**src/design/tql_pkg.sv**
```systemverilog
// Shared constants, codes and control types of the tabular Q-learning unit.
package tql_pkg;

  localparam int unsigned MAX_STATES  = 64;
  localparam int unsigned MAX_ACTIONS = 8;

  localparam int unsigned STATE_W   = $clog2(MAX_STATES);
  localparam int unsigned ACTION_W  = $clog2(MAX_ACTIONS);
  localparam int unsigned ACT_LVLS  = $clog2(MAX_ACTIONS);
  localparam int unsigned SCNT_W    = 7;
  localparam int unsigned ACNT_W    = 4;
  localparam int unsigned Q_W       = 32;
  localparam int unsigned ROW_W     = MAX_ACTIONS * Q_W;
  localparam int unsigned RATE_W    = 17;
  localparam int unsigned DRAW_W    = 16;
  localparam int unsigned OP_W      = 2;
  localparam int unsigned CFG_W     = 17;
  localparam int unsigned CFG_IDX_W = 3;

  // fixed-point datapath widths
  localparam int unsigned FRAC_W  = 16;
  localparam int unsigned PROD1_W = RATE_W + 1 + Q_W;
  localparam int unsigned DISC_W  = PROD1_W - FRAC_W;
  localparam int unsigned DIFF_W  = Q_W + 3;
  localparam int unsigned PROD2_W = RATE_W + 1 + DIFF_W;
  localparam int unsigned DELTA_W = PROD2_W - FRAC_W;
  localparam int unsigned SUM_W   = DELTA_W + 1;

  localparam logic [RATE_W-1:0] RATE_ONE = 17'd65536;

  localparam logic [RATE_W-1:0] ALPHA_RST   = 17'd6554;
  localparam logic [RATE_W-1:0] GAMMA_RST   = 17'd62259;
  localparam logic [RATE_W-1:0] EPSILON_RST = 17'd19661;
  localparam logic [SCNT_W-1:0] STATES_RST  = 7'd64;
  localparam logic [ACNT_W-1:0] ACTIONS_RST = 4'd8;

  typedef enum logic [OP_W-1:0] {
    OP_SELECT = 2'd0,
    OP_UPDATE = 2'd1,
    OP_READ   = 2'd2
  } op_e;

  typedef enum logic [CFG_IDX_W-1:0] {
    CFG_ALPHA   = 3'd0,
    CFG_GAMMA   = 3'd1,
    CFG_EPSILON = 3'd2,
    CFG_STATES  = 3'd3,
    CFG_ACTIONS = 3'd4
  } cfg_idx_e;

  typedef struct packed {
    logic load;
    logic rd_en;
    logic max_en;
    logic mul1_en;
    logic diff_en;
    logic mul2_en;
    logic commit;
  } tql_cmd_t;

  typedef struct packed {
    logic is_update;
  } tql_sts_t;

endpackage

```
**src/design/tql_ctrl.sv**
```systemverilog
// Controller: runs one transaction via read, argmax, update multiplies and commit.
module tql_ctrl import tql_pkg::*; (
  input  logic     clk_i,
  input  logic     rst_ni,
  input  logic     req_valid_i,
  output logic     req_ready_o,
  output logic     rsp_valid_o,
  input  logic     rsp_ready_i,
  input  tql_sts_t sts_i,
  output tql_cmd_t cmd_o
);

  typedef enum logic [2:0] {
    ST_IDLE,
    ST_READ,
    ST_MAX,
    ST_MUL1,
    ST_DIFF,
    ST_MUL2,
    ST_DONE
  } state_e;

  state_e state_q, state_d;
  logic   rsp_valid_q, rsp_valid_d;
  logic   out_free;

  assign out_free = !rsp_valid_q || rsp_ready_i;

  always_comb begin
    state_d     = state_q;
    cmd_o       = '0;
    rsp_valid_d = rsp_valid_q && !rsp_ready_i;
    unique case (state_q)
      ST_IDLE: begin
        if (req_valid_i) begin
          cmd_o.load = 1'b1;
          state_d    = ST_READ;
        end
      end
      ST_READ: begin
        cmd_o.rd_en = 1'b1;
        state_d     = ST_MAX;
      end
      ST_MAX: begin
        cmd_o.max_en = 1'b1;
        state_d      = sts_i.is_update ? ST_MUL1 : ST_DONE;
      end
      ST_MUL1: begin
        cmd_o.mul1_en = 1'b1;
        state_d       = ST_DIFF;
      end
      ST_DIFF: begin
        cmd_o.diff_en = 1'b1;
        state_d       = ST_MUL2;
      end
      ST_MUL2: begin
        cmd_o.mul2_en = 1'b1;
        state_d       = ST_DONE;
      end
      ST_DONE: begin
        if (out_free) begin
          cmd_o.commit = 1'b1;
          rsp_valid_d  = 1'b1;
          state_d      = ST_IDLE;
        end
      end
      default: state_d = ST_IDLE;
    endcase
  end

  always_ff @(posedge clk_i or negedge rst_ni) begin
    if (!rst_ni) begin
      state_q     <= ST_IDLE;
      rsp_valid_q <= 1'b0;
    end else begin
      state_q     <= state_d;
      rsp_valid_q <= rsp_valid_d;
    end
  end

  assign req_ready_o = (state_q == ST_IDLE);
  assign rsp_valid_o = rsp_valid_q;

endmodule

```
**config.mk**
```make
export PLATFORM = sky130hd
export DESIGN_NAME = tql_ctrl
export DESIGN_NICKNAME = d
export VERILOG_FILES = /design/src/design/tql_pkg.sv /design/src/design/tql_ctrl.sv
export SDC_FILE = /design/constraint.sdc
export NUM_CORES = 1
export LEC_CHECK = 0
export BUFFER_PORTS_ARGS = -buffer_cell sky130_fd_sc_hd__buf_2
export CAP_MARGIN = 0
export CORE_AREA = 2 2 39 41
export CTS_CLUSTER_SIZE = 12
export DETAILED_ROUTE_END_ITERATION = 6
export DIE_AREA = 0 0 41 43
export GPL_ROUTABILITY_DRIVEN = 1
export GPL_TIMING_DRIVEN = 1
export RECOVER_POWER = 50
export SLEW_MARGIN = 0
export SYNTH_ARGS = -nofsm -noshare
export SYNTH_HDL_FRONTEND = slang
export SYNTH_SLANG_ARGS = --single-unit
```
**constraint.sdc**
```tcl
create_clock -name clk_i -period 0.9 [get_ports clk_i]
set_input_delay 0.27 -clock clk_i [delete_from_list [all_inputs] [get_ports clk_i]]
set_output_delay 0.27 -clock clk_i [all_outputs]
set_load 0.005 [all_outputs]
```
* Word level (Yosys, flattened, before mapping) *
Cells that the tools add are included.

word-level totals
  register bits = 4
  bits in latches = 0
  memory bits (writable) = 0
  ROM bits = 0
  input port bits = 5
  output and inout port bits = 9
  logic and storage cells = 31
  memories = 0

cells by class
  add/subtract/negate cells = 0
  multipliers = 0
  divide/modulo/power cells = 0
  magnitude comparators = 0
  equal/unequal tests = 8
  shifts and indexed selects = 0
  mux-type cells = 15
  bitwise operators = 0
  reductions and logical operators = 6

operator list
  operator                                             count
  case mux 3 bit (7 select lines)                      1
  two-way mux 1 bit                                    11
  equality test 3 bit, second input constant           3
  two-way mux 3 bit                                    3
  equality test 3 x 2 -> 1 bit, second input constant  2
  != test 2 bit, second input constant                 2
  equality test 3 x 1 -> 1 bit, second input constant  1
  logical NOT 3 bit                                    1
  logical NOT 1 bit                                    2
  AND reduction 2 bit                                  1
  logical AND 1 bit                                    1
  logical OR 1 bit                                     1

* Longest topological paths before layout *
  depth in word-level cells = 4
  gate-level depth with buffers = 3
  depth with buffers taken out = 3

* Worst setup path before layout *
Ideal clock, no wire load.

  kind = register to output
  start point = reg state_q[2]
  end point = out cmd_o[6] (netlist name)
  arrival = 809 ps
  required time = 630 ps
  slack = -179 ps
  cell stages (with the launch flop) = 3
  buffers on the path = 0
  cell sequence = dfrtp_1 nor3_1 and2_1

RTL lines
  item                      line            source
  start: declaration        tql_ctrl.sv:23  state_e state_q, state_d;
  start signal: assignment  tql_ctrl.sv:76  state_q <= state_d;
  end: declaration          tql_ctrl.sv:10  output tql_cmd_t cmd_o

==> out/metrics.yaml <==
path_class: "reg2out"
nNetsFinal: 68
drc_errors: 0
violations: "setup timing"
status: "complete, but fails checks"
drt-initial-drc-count: 2
die_area_mm2: 0.001763
slew_viol_final: 0
final-hold-violation-count: 0
utilization_pct: 38.79
yosys_warnings: 0
num-fill-cells: 154
worstMarginPinSlew_ps: 206.8
ys.flop_type: "dfrtp_1"
synth.top_cell.area_share_pct: 38.65
cp_data_required_time_ps: 630
vias_per_cell: 4.286
slew_headroom_pct: 86.21
place_congestion: 0.7020
num_rows: 14
min_from: "sts_i"
chipHeight_um: 43
finalSetupViolations: 12
yosysSeqAreaShare_pct: 38.65
setup_tns_ps: -4338
tritoncts: "yes"
worstSetupStartpoint: "state_q[0]"
grt_pass1_wl_mm: 1.117
seqPwrFrac_pct: 22.1
cts_max_path_buffers: 2
grt-ovfl-total: 0
numCtsBuffers: 3
start_kind: "register"
yosys.cell_types.count: 18
grt_max_degree: 7
io_pins: 14
syn_area_per_cell_um2: 8.931
synth_async_sr_flop_share_pct: 100.0
worstReg2RegStart: "state_q[2]"
start_util_pct: 18.72
cp_max_fo: 6
track_usage_pct: 9.889
p_comb_share_pct: 66.3
wirelength_um: 796
syn-cell-area_um2: 259.0
grt_pass1_vias: 280
power.share.switching_pct: 35.25
clkPwrFrac_pct: 11.5
path_clk_slew_ps: 40
yosysTopAreaCell: "dfrtp_1"
netSwitchingPower_mw: 0.6638
syn-instance-count: 29
period_share_pct: 152.2
layout_min_cycle_time_ps: 1370
dr.pass1.iters: 4
rsz0062_at_grt: "true"
clk_latency_ps: 230
insertedDiodeCount: 0
p_leak_nw: 0.2683
hp-class: "in2reg"
fmax_ghz: 0.7299
power_density_mw_per_mm2: 3509
synth.area.top_cells: "dfrtp_1, buf_6, nand2b_1"
pre_cts_ws_ps: -324.5
maxCapViolCount: 0
ant_nets: 0
layout-drive-gt1-share_pct: 70.49
synthToLayoutAreaGrowth_pct: 107.2
fin_skew_ps: 0.8099
port_buffers: 13
core_mm2: 0.001384
irDropWorstVdd_uv: 901.9
cts-root-buf: "clkbuf_4"
critPathArrivalTime_ps: 1100
htreeDepth: 1
antenna_found_initial: 0
syn_nets: 34
die_w_um: 41
whs_ps: 321.9
clock_sinks: 4
synth_edf_count: 0
setup_ws_ps: -470.1
internal_power_mw: 1.219
dp_hpwl_um: 468.4
ys_seq_elements: 4
critPathCaptureType: "primary output"
wl_per_cell_um: 10.34
vias: 330
==> final cells by class <==
cell class | count | area, um^2 | share of cell area (%)
timing repair buffer | 31 | 226.5 | 42.19
multi-input combinational | 21 | 156.4 | 29.14
sequential | 4 | 103.9 | 19.35
clock buffer | 3 | 22.52 | 4.196
tap | 16 | 20.02 | 3.730
inverter | 2 | 7.507 | 1.399
==> worst max-delay path: stages (launching register included) <==
cell	delay [ps]
dfrtp_2	430
nor3_2	200
and2_1	140
buf_2	100
==> routing by layer <==
metal,routed length (um),up-vias,part of all wire [%],track usage [%]
met3,46,2,5.8,3.141
met4,16,0,2.0,8.000
li1,-,165,-,-
met1,313,152,39,10.13
met5,0,-,0,0
met2,420,11,53,15.31
==> path summary, 6_finish.rpt <==
| path | endpoint | slack [ps] | cells after the start |
|---|---|---|---|
| max | cmd_o[6] | -470 | 3 |
| min | state_q[0] | 320 | 3 |
| max reg2reg | state_q[0] | -260 | 5 |
| min in group asynchronous | state_q[0] | 400 | 2 |
| max in group asynchronous | state_q[1] | 310 | 2 |
| min reg2reg | state_q[0] | 510 | 1 |
==> stage by stage <==
step,std cells,total power [mW],instance area [um^2]
after detailed placement,62,1.135,385.4
after floorplan,29,0.8545,277.8
after global routing,77,2.036,536.8
after global placement,62,1.122,385.4
after CTS,73,1.639,481.7
final,77,1.883,536.8
==> layout by cell type (no fill, tap or decap), types with 2 or more instances in the layout <==
cell / synthesis / routed
a21oi_2: 0 / 2
clkbuf_4: 0 / 3
nor3_2: 0 / 2
nor3b_2: 1 / 2
nand2b_1: 3 / 3
buf_6: 2 / 6
dfrtp_2: 0 / 3
buf_2: 0 / 11
buf_4: 0 / 12
==> state kept, by name, indices dropped and copies added (netlist names) <==
name and flops:
state_q 3, rsp_valid_o 1
==> logic make-up after synthesis <==
kind of cell           Yosys count  synth area share, %
AO/OA/AOI/OAI                    7                15.94
buffers and inverters            4                11.59
flip-flops                       4                38.65
AND/OR/NAND/NOR                 14                33.81
==> cell usage after synthesis, drive strengths merged (2+ instances only) <==
master / instances
dfrtp: 4
buf: 2
inv: 2
nand3: 2
a21oi: 3
nor3b: 3
nand2b: 3
nor3: 2
==> timing repair <==
action,4_1_cts,5_1_grt
gates resized for setup,7,6
pin swaps,3,3
endpoints found under the setup margin,12,13
hold buffers,1,0
setup buffers,7,6
hold endpoints to repair,4,0
==> power groups by stage <==
stage	clock, mW	sequential (mW)	combinational, mW
5_1_grt	0.252	0.435	1.35
2_1_floorplan	0	0.353	0.502
3_5_place_dp	0	0.452	0.683
4_1_cts	0.231	0.410	0.999
6_report	0.217	0.417	1.25
3_3_place_gp	0	0.448	0.674
Power figures use the tool's default switching activity.
